**src/rtl/mcrsw_pkg.sv**
```systemverilog
// Shared types and constants of the glyph column writer
package mcrsw_pkg;

    localparam logic [7:0]  CMD_COLUMN_ADDR = 8'h2A;
    localparam logic [7:0]  CMD_ROW_ADDR    = 8'h2B;
    localparam logic [7:0]  CMD_RAM_WRITE   = 8'h2C;
    localparam logic [15:0] BG_RESET        = 16'd21455;
    localparam int          HDR_LEN         = 11;

    localparam logic [4:0] SLOT_COL_CMD = 5'd0;
    localparam logic [4:0] SLOT_COL_SH  = 5'd1;
    localparam logic [4:0] SLOT_COL_SL  = 5'd2;
    localparam logic [4:0] SLOT_COL_EH  = 5'd3;
    localparam logic [4:0] SLOT_COL_EL  = 5'd4;
    localparam logic [4:0] SLOT_ROW_CMD = 5'd5;
    localparam logic [4:0] SLOT_ROW_SH  = 5'd6;
    localparam logic [4:0] SLOT_ROW_SL  = 5'd7;
    localparam logic [4:0] SLOT_ROW_EH  = 5'd8;
    localparam logic [4:0] SLOT_ROW_EL  = 5'd9;
    localparam logic [4:0] SLOT_RAM_CMD = 5'd10;
    localparam logic [4:0] SLOT_PIX0    = 5'd11;

    typedef struct packed {
        logic        err;
        logic [7:0]  bits;
        logic [7:0]  x;
        logic [7:0]  y;
        logic [7:0]  end_row;
        logic [3:0]  height;
        logic [15:0] fg;
    } pend_t;

endpackage

```
**src/rtl/mono_column_to_rgb565_spi_writer.sv**
```systemverilog
// Glyph column writer: one mono column in, display address/pixel byte stream out
// An item yields 11 + 2*run_height output bytes (27 at full height), a single
// zero byte for an out-of-window item, all through the single output byte register.
// One further item is held in an input buffer while the previous one streams,
// so back-to-back columns leave no gap on the output. Pixel colours are picked
// by MAX_RUN parallel lanes when an item enters the serializer; the background
// colour register is sampled then.
module mono_column_to_rgb565_spi_writer
    import mcrsw_pkg::*;
#(
    parameter int DISPLAY_WIDTH  = 160,
    parameter int DISPLAY_HEIGHT = 128,
    parameter int MAX_RUN        = 8
)
(
    input  logic        clk,
    input  logic        rst_n,
    input  logic        s_tvalid,
    output logic        s_tready,
    input  logic [47:0] s_tdata,  // column_bits, column_x, top_y, run_height, foreground_colour
    output logic        m_tvalid,
    input  logic        m_tready,
    output logic [7:0]  m_tdata,  // spi_byte
    output logic [1:0]  m_tuser,  // is_data, window_error
    output logic        m_tlast,
    input  logic        cfg_valid,
    output logic        cfg_ready,
    input  logic [15:0] cfg_data
);

    logic        pend_valid_reg;
    pend_t       pend_reg;
    logic [15:0] bg_reg;

    logic                  take;
    logic                  in_xfer;
    logic [7:0]            in_x;
    logic [7:0]            in_y;
    logic [3:0]            in_h;
    logic [8:0]            in_end;
    logic                  in_err;
    logic [MAX_RUN*16-1:0] pixels;

    assign cfg_ready = 1'b1;
    assign s_tready  = !pend_valid_reg || take;
    assign in_xfer   = s_tvalid && s_tready;

    assign in_x   = s_tdata[15:8];
    assign in_y   = s_tdata[23:16];
    assign in_h   = s_tdata[27:24];
    assign in_end = {1'b0, in_y} + {5'd0, in_h} - 9'd1;
    assign in_err = (in_h == 4'd0) || (in_h > 4'(MAX_RUN))
                 || ({1'b0, in_x} >= 9'(DISPLAY_WIDTH))
                 || ({1'b0, in_y} >= 9'(DISPLAY_HEIGHT))
                 || (in_end >= 9'(DISPLAY_HEIGHT));

    always_ff @(posedge clk or negedge rst_n)
    begin
        if (!rst_n)
        begin
            pend_valid_reg <= 1'b0;
            bg_reg         <= BG_RESET;
        end
        else
        begin
            if (in_xfer)
            begin
                pend_valid_reg <= 1'b1;
            end
            else if (take)
            begin
                pend_valid_reg <= 1'b0;
            end
            if (cfg_valid && cfg_ready)
            begin
                bg_reg <= cfg_data;
            end
        end
    end

    always_ff @(posedge clk)
    begin
        if (in_xfer)
        begin
            pend_reg.err     <= in_err;
            pend_reg.bits    <= s_tdata[7:0];
            pend_reg.x       <= in_x;
            pend_reg.y       <= in_y;
            pend_reg.end_row <= in_end[7:0];
            pend_reg.height  <= in_h;
            pend_reg.fg      <= s_tdata[43:28];
        end
    end

    for (genvar g = 0; g < MAX_RUN; g++)
    begin : g_lane
        mcrsw_lane u_lane (
            .clk     (clk),
            .load    (take),
            .pix_bit (pend_reg.bits[g]),
            .fg      (pend_reg.fg),
            .bg      (bg_reg),
            .pixel   (pixels[g*16 +: 16])
        );
    end

    mcrsw_ser #(
        .MAX_RUN (MAX_RUN)
    ) u_ser (
        .clk        (clk),
        .rst_n      (rst_n),
        .pend_valid (pend_valid_reg),
        .pend       (pend_reg),
        .pixels     (pixels),
        .take       (take),
        .m_tvalid   (m_tvalid),
        .m_tready   (m_tready),
        .m_tdata    (m_tdata),
        .m_tuser    (m_tuser),
        .m_tlast    (m_tlast)
    );

endmodule

```
**src/rtl/mcrsw_lane.sv**
```systemverilog
// One pixel lane: picks and holds the colour of one pixel of the column
module mcrsw_lane
    import mcrsw_pkg::*;
(
    input  logic        clk,
    input  logic        load,
    input  logic        pix_bit,
    input  logic [15:0] fg,
    input  logic [15:0] bg,
    output logic [15:0] pixel
);

    logic [15:0] pixel_reg;
    logic [15:0] pixel_next;

    always_comb
    begin
        pixel_next = pixel_reg;
        if (load)
        begin
            pixel_next = pix_bit ? fg : bg;
        end
    end

    always_ff @(posedge clk)
    begin
        pixel_reg <= pixel_next;
    end

    assign pixel = pixel_reg;

endmodule

```
**src/rtl/mcrsw_ser.sv**
```systemverilog
// Byte serializer: merges header fields and lane pixels into the output stream
module mcrsw_ser
    import mcrsw_pkg::*;
#(
    parameter int MAX_RUN = 8
)
(
    input  logic                  clk,
    input  logic                  rst_n,
    input  logic                  pend_valid,
    input  pend_t                 pend,
    input  logic [MAX_RUN*16-1:0] pixels,
    output logic                  take,
    output logic                  m_tvalid,
    input  logic                  m_tready,
    output logic [7:0]            m_tdata,
    output logic [1:0]            m_tuser,
    output logic                  m_tlast
);

    localparam int IDX_W  = $clog2(HDR_LEN + 2 * MAX_RUN);
    localparam int LANE_W = (MAX_RUN > 1) ? $clog2(MAX_RUN) : 1;

    logic             busy_reg;
    logic [IDX_W-1:0] idx_reg;
    logic [IDX_W-1:0] last_idx_reg;
    logic             err_reg;
    logic [7:0]       x_reg;
    logic [7:0]       y_reg;
    logic [7:0]       end_reg;
    logic             m_valid_reg;
    logic [7:0]       m_data_reg;
    logic [1:0]       m_user_reg;
    logic             m_last_reg;

    logic              advance;
    logic              at_last;
    logic [4:0]        slot;
    logic [4:0]        pix_off;
    logic [LANE_W-1:0] lane;
    logic [15:0]       pix_sel;
    logic [7:0]        byte_val;
    logic              is_data;

    assign advance = !m_valid_reg || m_tready;
    assign at_last = busy_reg && (idx_reg == last_idx_reg);
    assign take    = pend_valid && (!busy_reg || (advance && at_last));

    assign slot    = 5'(idx_reg);
    assign pix_off = slot - SLOT_PIX0;
    assign lane    = pix_off[LANE_W:1];
    assign pix_sel = pixels[lane*16 +: 16];

    always_comb
    begin
        byte_val = 8'd0;
        is_data  = 1'b1;
        case (slot)
            SLOT_COL_CMD:
            begin
                byte_val = CMD_COLUMN_ADDR;
                is_data  = 1'b0;
            end
            SLOT_COL_SH: byte_val = 8'd0;
            SLOT_COL_SL: byte_val = x_reg;
            SLOT_COL_EH: byte_val = 8'd0;
            SLOT_COL_EL: byte_val = x_reg;
            SLOT_ROW_CMD:
            begin
                byte_val = CMD_ROW_ADDR;
                is_data  = 1'b0;
            end
            SLOT_ROW_SH: byte_val = 8'd0;
            SLOT_ROW_SL: byte_val = y_reg;
            SLOT_ROW_EH: byte_val = 8'd0;
            SLOT_ROW_EL: byte_val = end_reg;
            SLOT_RAM_CMD:
            begin
                byte_val = CMD_RAM_WRITE;
                is_data  = 1'b0;
            end
            default: byte_val = pix_off[0] ? pix_sel[15:8] : pix_sel[7:0];
        endcase
        if (err_reg)
        begin
            byte_val = 8'd0;
            is_data  = 1'b0;
        end
    end

    always_ff @(posedge clk or negedge rst_n)
    begin
        if (!rst_n)
        begin
            busy_reg    <= 1'b0;
            idx_reg     <= '0;
            m_valid_reg <= 1'b0;
        end
        else
        begin
            if (take)
            begin
                busy_reg <= 1'b1;
                idx_reg  <= '0;
            end
            else if (advance && busy_reg)
            begin
                busy_reg <= !at_last;
                idx_reg  <= idx_reg + 1'b1;
            end
            if (advance)
            begin
                m_valid_reg <= busy_reg;
            end
        end
    end

    always_ff @(posedge clk)
    begin
        if (take)
        begin
            err_reg      <= pend.err;
            x_reg        <= pend.x;
            y_reg        <= pend.y;
            end_reg      <= pend.end_row;
            last_idx_reg <= pend.err ? '0
                          : IDX_W'(HDR_LEN - 1) + IDX_W'({pend.height, 1'b0});
        end
        if (advance && busy_reg)
        begin
            m_data_reg <= byte_val;
            m_user_reg <= {err_reg, is_data};
            m_last_reg <= at_last;
        end
    end

    assign m_tvalid = m_valid_reg;
    assign m_tdata  = m_data_reg;
    assign m_tuser  = m_user_reg;
    assign m_tlast  = m_last_reg;

endmodule

```
**config.mk**
```make
export PLATFORM = sky130hd
export DESIGN_NAME = mono_column_to_rgb565_spi_writer
export DESIGN_NICKNAME = d
export VERILOG_FILES = /design/src/rtl/mcrsw_pkg.sv /design/src/rtl/mono_column_to_rgb565_spi_writer.sv /design/src/rtl/mcrsw_lane.sv /design/src/rtl/mcrsw_ser.sv
export SDC_FILE = /design/constraint.sdc
export NUM_CORES = 1
export LEC_CHECK = 0
export BUFFER_PORTS_ARGS = -buffer_cell sky130_fd_sc_hd__buf_2
export CAP_MARGIN = 20
export CORE_AREA = 2 2 138 140
export CTS_BUF_LIST = sky130_fd_sc_hd__clkbuf_8
export CTS_CLUSTER_SIZE = 8
export DETAILED_ROUTE_END_ITERATION = 8
export DIE_AREA = 0 0 140 142
export PLACE_DENSITY = 0.8
export SLEW_MARGIN = 30
export SYNTH_ARGS = -nofsm -noshare
export SYNTH_HDL_FRONTEND = slang
export SYNTH_SLANG_ARGS = --single-unit
```
**constraint.sdc**
```tcl
create_clock -name clk -period 5.98 [get_ports clk]
set_input_delay 1.495 -clock clk [delete_from_list [all_inputs] [get_ports clk]]
set_output_delay 1.495 -clock clk [all_outputs]
set_load 0.01 [all_outputs]
```
### Word level (Yosys, flattened, before mapping)

Cells that the tools add are included.

* bits in registers: 246
* logic and storage cells: 90
* input port bits: 69
* output and inout port bits: 14

* mux-type cells: 17
* magnitude comparators: 4
* shift-type cells: 1
* equality and inequality tests: 11
* reductions and logical operators: 23
* $add $sub $neg: 5

Operators by type and width (number)
* 2-to-1 mux 16 bit: 8
* indexed part select 128 x 8 -> 16 bit: 1
* one-hot mux 8 bit (7 select lines): 1
* == test 5 x 3 -> 1 bit (second input constant): 4
* >= comparator 8 bit (second input constant): 2
* == test 5 x 4 -> 1 bit (second input constant): 3
* == test 5 x 2 -> 1 bit (second input constant): 2
* 2-to-1 mux 5 bit: 2
* adder 8 x 4 -> 9 bit: 1
* >= comparator 9 x 8 -> 1 bit (second input constant): 1
* subtractor 9 x 1 -> 9 bit (second input constant): 1
* 2-to-1 mux 8 bit: 1
* logical OR 1 bit: 7
* adder 4 x 5 -> 5 bit (first input constant): 1
* adder 5 x 1 -> 5 bit (second input constant): 1
* == test 5 x 1 -> 1 bit (second input constant): 1
* == test 5 bit: 1
* logical AND 1 bit: 5
* zero test 5 bit: 1
* 2-to-1 mux 1 bit: 5
* > comparator 4 bit (second input constant): 1
* zero test 1 bit: 4
* zero test 4 bit: 1
* nonzero test 2 bit: 2
* other kinds (4): 4

### Longest topological paths before layout

Gate-level depths: netlist of the first run.

* word-level depth: 8
* gate-level depth with buffers: 11
* mapped depth without buffers: 11

### Modules after synthesis

A second synthesis of the first run with hierarchy kept.

* cells, all modules: 781
* area total of the unflattened synthesis: 12211.7 um2

By module, submodules not included
* mcrsw_lane: sequential area each 480.5 um2, area an instance 729.4 um2, cells each 34, instances 8
* mcrsw_ser: sequential area each 1376.3 um2, area an instance 3661.0 um2, cells each 353, instances 1
* mono_column_to_rgb565_spi_writer: sequential area each 2029.4 um2, area an instance 2715.1 um2, cells each 156, instances 1

### Worst setup path before layout of the first run

OpenSTA, ideal clock, no wires.

* kind: input -> register
* start: in m_tready
* end: reg u_ser.idx_reg[2]
* buffers on the path: 1
* arrival time: 4153 ps
* stages: 6
* library setup time: 119 ps
* required time: 5861 ps
* path slack: 1708 ps
* path through: nand2b_1 a31oi_1 nor2b_1 buf_2 o21ai_0 a21o_1

* longest elaborated chain between the ends: 5
* elaborated cells on any way between the ends: 7
* those cells by class: 1 x mux; 6 x reduce/logical

RTL lines
* from (decl): line mono_column_to_rgb565_spi_writer.sv:22 `input logic m_tready,`
* logical OR 1 bit *: line mcrsw_ser.sv:45 `assign advance = !m_valid_reg || m_tready;`
* logical AND 1 bit *: line mcrsw_ser.sv:47 `assign take = pend_valid && (!busy_reg || (advance && at_last));`
* logical OR 1 bit *: line mcrsw_ser.sv:47
* logical AND 1 bit *: line mcrsw_ser.sv:47
* net g_lane[0].u_lane.load: line mcrsw_lane.sv:6 `input logic load,`
* 2-to-1 mux 5 bit / nonzero test 2 bit (equally long branches)
* to (signal assigned): line mcrsw_ser.sv:109 `idx_reg <= idx_reg + 1'b1;`
* to (decl): line mcrsw_ser.sv:25 `logic [IDX_W-1:0] idx_reg;`

Mark *: on every way through the listed nets, which the timed path passes. The rest lies on a longest branch.
A chain may end at the register's enable or synchronous reset.

### Worst setup path in the final report of the first run

* start: in m_tready
* end: out s_tready

* longest elaborated chain between the ends: 5

RTL lines
* logical OR 1 bit: line mcrsw_ser.sv:45
* logical AND 1 bit: line mcrsw_ser.sv:47
* logical OR 1 bit: line mcrsw_ser.sv:47
* logical AND 1 bit: line mcrsw_ser.sv:47
* logical OR 1 bit: line mono_column_to_rgb565_spi_writer.sv:45 `assign s_tready = !pend_valid_reg || take;`
* to (decl): line mono_column_to_rgb565_spi_writer.sv:19 `output logic s_tready,`

No other way between the ends.

==> results.py, run 1 <==
metrics = {
    "run_status": {
        "status": "complete, but fails checks",
        "violations": "design-rule violations",
    },
    "synthesis": {
        "synthArstFlopShare_pct": 9.80,
        "synth_nets": 876,
        "synthTopCellsByArea": "edfxtp_1, mux2_2, nand2_1",
        "ys_types": 50,
        "synth_top_area_share_pct": 59.4,
        "yosys_warnings": 0,
        "yosysSeqAreaShare_pct": 64.9,
        "avgSynthCellArea_um2": 14.2,
        "yosys.area.top_type": "edfxtp_1",
        "netlist_area_um2": 11200,
        "ys_ff_latch": 245,
        "syn_inst": 788,
        "synth-edff-count": 221,
        "synth_ff_type": "edfxtp_1",
    },
    "clock_tree": {
        "cts_resized": 0,
        "cts.sinks": 245,
        "hold_buffers": 0,
        "clkSlewWorstSetupHoldPaths_ns": 0.06,
        "clkLatencyLatePin_ns": 0.53,
        "post_cts_buffers": 0,
        "cts_tree": "done",
        "cts_root_buffer": "clkbuf_8",
        "cts.path.max_buffers": 3,
        "cts_buffers": 39,
        "htree_num_levels": 2,
    },
    "pwr": {
        "switching_share_pct": 34.8,
        "switching_power_uw": 1710,
        "combPwrFrac_pct": 29.8,
        "p_leak_uw": 0.00462,
        "p_seq_share_pct": 44.3,
        "peakVddDrop_v": 0.000358,
        "power.total_uw": 4920,
        "p_per_area_nw_per_um2": 395,
        "p_int_uw": 3210,
        "pwr-share-clk_pct": 25.9,
    },
    "routing": {
        "wire_per_inst_um": 20.4,
        "drtIter0Drc": 572,
        "antenna_left": 0,
        "drt-total-wl_um": 23100,
        "dr.pass1.iters": 8,
        "drc": 6,
        "via_count": 6677,
        "via_per_inst": 5.89,
    },
    "setup_path": {
        "critical_path_class": "input port to output port",
        "endpoint_kind": "output port",
        "path_cells": "buf_2, nand2b_1, a31oi_1, nand2_1, buf_2",
        "ff2ff_path_depth": 5,
        "cpMaxStageDelayCell": "a31oi_1",
        "cp_max_fo": 3,
        "critPathLaunchType": "input port",
        "rrSetupSlack_ns": 2.75,
        "rr_endpoint": "g_lane[4].u_lane.pixel[9]",
        "critPathTopFamily": "compound AO/OA/AOI/OAI gates",
        "worstPathRequired_ns": 4.49,
        "cpPeakStageDelay_ns": 0.33,
        "crit_buf_inv": 2,
        "critPathArrivalTime_ns": 2.40,
        "cp_common_cell": "buf_2",
        "reg2reg_from": "u_ser.idx_reg[3]",
    },
    "global_routing": {
        "grt_usage_pct": 23.8,
        "antenna_found_initial": 1,
        "grt_max_degree": 86,
        "grt_pass1_wl_um": 35900,
        "overflow": 0,
        "grt_pass1_vias": 6723,
    },
    "min_path": {
        "hp-class": "flop to flop",
        "whs_path_depth": 0,
        "min_delay_worst_endpoint": "u_ser.x_reg[3]",
        "hold_start": "pend_reg[39]",
    },
    "timing": {
        "layout_min_cycle_time_ns": 3.89,
        "drv_slew": 0,
        "fin_ws_ns": 2.09,
        "worst_pin_slew_ns": 1.04,
        "fin_crit_sh_pct": 65.1,
        "clock.fmax_ghz": 0.257,
        "setup_viol": 0,
        "rsz0062_at_grt": "false",
        "finalClockSkew_ns": 0.0117,
        "hold_viol": 0,
        "maxSlewHeadroom_pct": 30.4,
        "fin_tns_setup_ns": 0,
    },
    "finish": {
        "largest_reg_flops": 128,
        "final_util_pct": 67.5,
        "fillers": 1241,
        "nets": 956,
        "area_growth_pct": 11.6,
        "layout-drive-gt1-share_pct": 33.1,
        "fin_cells": 1133,
    },
    "floorplanning": {
        "die_area_um2": 19900,
        "die_x_um": 140,
        "die_h_um": 142,
        "pin_count": 83,
        "core_um2": 18500,
        "start_util_pct": 60.5,
        "rows": 50,
    },
    "job": {
        "cap_violations": 0,
    },
    "placement": {
        "hpwl_um": 13900,
        "pre_cts_slack_ns": 1.85,
        "place.gp.congestion": 0.877,
        "placed_cells": 1061,
        "io_buffers": 77,
    },
}
==> final cells by class <==
| class | count | area [um2] | area share (%) |
|---|---|---|---|
| Clock buffer | 42 | 578 | 4.64 |
| Timing Repair Buffer | 85 | 473 | 3.79 |
| Tap cell | 234 | 293 | 2.35 |
| Sequential cell | 245 | 7250 | 58.2 |
| Multi-Input combinational cell | 474 | 3660 | 29.4 |
| Antenna cell | 1 | 2.50 | 0.0201 |
| Clock inverter | 29 | 121 | 0.974 |
| Inverter | 23 | 86.3 | 0.693 |
==> power by group through the flow <==
stage	sequential [uW]	combinational (uW)	clock, uW
after floorplan	2150	1100	0
after global placement	2210	1400	0
after detailed placement	2220	1440	0
after CTS	2180	1450	1300
after global routing	2200	1610	1370
final	2180	1470	1270
==> stage by stage <==
step	hold slack (ns)	area, um2
after detailed placement	0.405	11700
after global placement	0.404	11700
final	0.416	12500
after CTS	0.415	12400
after global routing	0.423	12500
after floorplan	0.400	11200
==> synth_stat cells (6+ instances only) <==
cell type    n
a21o_1      10
a21oi_1      8
a31oi_1      7
a32oi_1      8
buf_2       13
clkbuf_1    24
dfrtp_1     14
dfstp_2     10
edfxtp_1   221
ha_1        18
inv_1       23
mux2_2     144
mux2i_1      9
nand2_1    118
nand3_1     46
nand4_1     18
nor2_1      15
o211ai_1     6
xor2_1      13
==> worst max-delay path by stage <==
stage | from | to | slack [ns] | depth (start not counted)
floorplan | m_tready | u_ser.idx_reg[2] | 1.71 | 6
global placement | s_tdata[25] | pend_reg[52] | 1.93 | 12
detailed placement | s_tdata[25] | pend_reg[52] | 1.85 | 12
CTS | u_ser.idx_reg[3] | s_tready | 2.07 | 5
global route | u_ser.idx_reg[3] | s_tready | 1.91 | 5
finish | m_tready | s_tready | 2.09 | 5
==> per-layer routing <==
layer	vias up	track usage (%)	share of wire, %
met2	228	39.3	49
met1	3290	31.0	41
li1	3109	-	-
met4	0	9.78	3.1
met3	50	5.28	6.6
met5	-	0	0
==> cell usage in the layout (no fill, tap or decap), types with 2 or more instances in the layout <==
master / n
o21bai_1: 2
mux2_2: 144
nor4b_1: 2
nor2_1: 13
a21oi_1: 8
buf_4: 4
xor2_1: 13
inv_1: 48
nor2b_1: 3
a21o_1: 10
nor3_2: 3
buf_2: 77
nor2b_4: 2
buf_6: 2
clkbuf_8: 42
a221oi_1: 4
nand4_1: 18
o211ai_1: 6
a222oi_1: 5
dfstp_2: 10
mux2i_1: 9
a32oi_1: 8
xnor2_1: 3
ha_1: 18
nor3_1: 4
nand3_1: 46
dfrtp_1: 14
nand2b_1: 3
o21ai_0: 3
nand2_1: 118
nor2_4: 2
and2_1: 3
clkinvlp_4: 3
a31oi_1: 7
edfxtp_1: 221
==> cell families after synthesis <==
logic type | after synthesis | synth area share (%)
multiplexers | 153 | 15.3
buffers and inverters | 69 | 2.70
XOR/XNOR | 18 | 1.65
other | 1 | 0.0336
adder cells (fa/ha/maj) | 19 | 2.20
AND/OR/NAND/NOR | 225 | 9.28
AO/OA/AOI/OAI | 58 | 3.93
flip-flops | 245 | 64.9
Note: power is estimated with default switching activity, not from simulation.
==> run 2, diff against run 1 <==
--- a/config.mk
+++ b/config.mk
@@ -7,12 +7,12 @@
 export LEC_CHECK = 0
 export BUFFER_PORTS_ARGS = -buffer_cell sky130_fd_sc_hd__buf_2
 export CAP_MARGIN = 20
-export CORE_AREA = 2 2 138 140
+export CORE_AREA = 2 2 145 147
 export CTS_BUF_LIST = sky130_fd_sc_hd__clkbuf_8
 export CTS_CLUSTER_SIZE = 8
 export DETAILED_ROUTE_END_ITERATION = 8
-export DIE_AREA = 0 0 140 142
-export PLACE_DENSITY = 0.8
+export DIE_AREA = 0 0 147 149
+export PLACE_DENSITY = 0.77
 export SLEW_MARGIN = 30
 export SYNTH_ARGS = -nofsm -noshare
 export SYNTH_HDL_FRONTEND = slang
==> constraint.sdc (replaced) <==
create_clock -name clk -period 3.3 [get_ports clk]
set_input_delay 0.825 -clock clk [delete_from_list [all_inputs] [get_ports clk]]
set_output_delay 0.825 -clock clk [all_outputs]
set_load 0.01 [all_outputs]
==> run 2 against run 1 <==
The run now ends clean. Critical path depth is 1 higher. Clock skew is 0.0023 ns higher. Die area is 10% higher. Sequential power is 78% higher. Worst setup slack worse by 1.8 ns. Flip-flop and latch count stayed put. Combinational power is 100% higher. Highest routed layer unchanged.
==> results.py, run 2 (synthesis gave the netlist of run 1 again) <==
metrics = {
    "setup_path": {
        "rrSetupSlack_ns": 0.47,
        "critical_path_class": "flop to output port",
        "crit_buf_inv": 2,
        "cpMaxStageDelayCell": "dfrtp_1",
        "path_cells": "buf_4, xor2_1, nor3_1, a31oi_1, nand2_1, buf_2",
        "worstPathRequired_ns": 2.47,
        "critPathTopFamily": "buffers and inverters",
        "critPathArrivalTime_ns": 2.21,
        "cp_max_fo": 12,
        "endpoint_kind": "output port",
        "critPathLaunchType": "flop",
        "cpPeakStageDelay_ns": 0.45,
    },
    "placement": {
        "pre_cts_slack_ns": -0.0886,
        "hpwl_um": 14000,
        "io_buffers": 77,
        "place.gp.congestion": 0.761,
    },
    "routing": {
        "drc": 0,
        "drt-total-wl_um": 23400,
        "wire_per_inst_um": 19.6,
        "via_count": 6737,
        "via_per_inst": 5.65,
        "antenna_left": 0,
        "drtIter0Drc": 533,
        "dr.pass1.iters": 5,
    },
    "timing": {
        "worst_pin_slew_ns": 1.02,
        "layout_min_cycle_time_ns": 3.04,
        "fin_crit_sh_pct": 92.1,
        "rsz0062_at_grt": "false",
        "setup_viol": 0,
        "clock.fmax_ghz": 0.329,
        "fin_ws_ns": 0.260,
        "drv_slew": 0,
        "hold_viol": 0,
        "maxSlewHeadroom_pct": 31.8,
        "hold_slack_ns": 0.344,
        "finalClockSkew_ns": 0.0140,
        "fin_tns_setup_ns": 0,
    },
    "finish": {
        "final_util_pct": 61.8,
        "seq_area_um2": 7250,
        "area_growth_pct": 13.7,
        "fillers": 1581,
        "final_cell_mix": "edfxtp_1, mux2_2, nand2_1",
        "multi_input_area_um2": 3640,
        "layout-drive-gt1-share_pct": 34.2,
        "final_common_cell": "edfxtp_1",
        "largest_reg_flops": 128,
        "antenna_cells": 0,
        "nets": 975,
    },
    "floorplanning": {
        "start_util_pct": 54.3,
        "pin_count": 83,
        "rows": 53,
        "core_um2": 20600,
        "die_h_um": 149,
        "die_area_um2": 21900,
        "die_x_um": 147,
    },
    "clock_tree": {
        "cts_buffers": 40,
        "clkLatencyLatePin_ns": 0.53,
        "cts_root_buffer": "clkbuf_8",
        "cts_tree": "done",
        "cts.sinks": 245,
        "cts_resized": 0,
        "htree_num_levels": 2,
        "cts.path.max_buffers": 3,
        "clkSlewWorstSetupHoldPaths_ns": 0.06,
        "hold_buffers": 0,
        "post_cts_buffers": 0,
    },
    "pwr": {
        "power.total_uw": 9160,
        "p_leak_uw": 0.00473,
        "peakVddDrop_v": 0.000501,
        "p_per_area_nw_per_um2": 721,
    },
    "global_routing": {
        "grt_pass1_vias": 6628,
        "grt_pass1_wl_um": 36500,
        "overflow": 0,
        "grt_max_degree": 60,
        "antenna_found_initial": 0,
        "grt_usage_pct": 21.9,
    },
    "run_status": {
        "status": "finished, final reports clean",
    },
    "min_path": {
        "hp-class": "input port to asynchronous set/reset pin",
    },
    "job": {
        "cap_violations": 0,
    },
}
## run 2: changes by cell type in the layout (fill, tap and decap cells not counted), sizes merged
cell	previous run	this run
clkinvlp	3	2
clkbuf	42	43
buf	85	103
diode	1	0
inv	48	47
clkinv	1	4
## run 2: per-stage QoR
step                      instances  area (um2)
after floorplan                 788       11200
after global placement         1118       12000
after detailed placement       1118       12000
after CTS                      1191       12700
after global routing           1193       12700
final                          1193       12700
## run 2: cell type report
cell class,count,area share [%]
clock buffer,43,4.66
multi-input combinational,474,28.7
sequential,245,57.1
tap,275,2.71
inverter,23,0.680
clock inverter,30,0.975
timing repair buffer,103,5.25
## run 2: worst paths after layout
kind | to | startpoint | cells past startpoint
min reg2reg | u_ser.x_reg[5] | pend_reg[41] | 0
min | bg_reg[15] | rst_n | 1
max | s_tready | u_ser.idx_reg[3] | 6
min in group clk | u_ser.x_reg[5] | pend_reg[41] | 0
max in group asynchronous | u_ser.m_tvalid | rst_n | 1
max reg2reg | u_ser.m_tdata[6] | u_ser.idx_reg[0] | 7
## run 2: metal layers
metal | part of all wire, % | vias up | GRT usage (%)
li1 | - | 3149 | -
met1 | 42 | 3327 | 28.9
met2 | 49 | 213 | 36.4
met3 | 5.9 | 48 | 4.19
met4 | 2.8 | 0 | 8.22
met5 | 0 | - | 0
## run 2: power by group
part | switching (uW) | internal (uW) | total (uW) | leakage, uW
registers | 181 | 3710 | 3890 | 0.00227
logic | 1850 | 1090 | 2940 | 0.00201
clock network | 1130 | 1200 | 2330 | 0.000451
## run 2: worst reg2reg max path, cell delays in order (launching register included)
cell,delay [ns]
dfrtp_1,0.58
inv_1,0.16
ha_1,0.28
o41a_1,0.48
or3_1,0.52
a31oi_1,0.22
nand4_1,0.16
o211ai_1,0.21
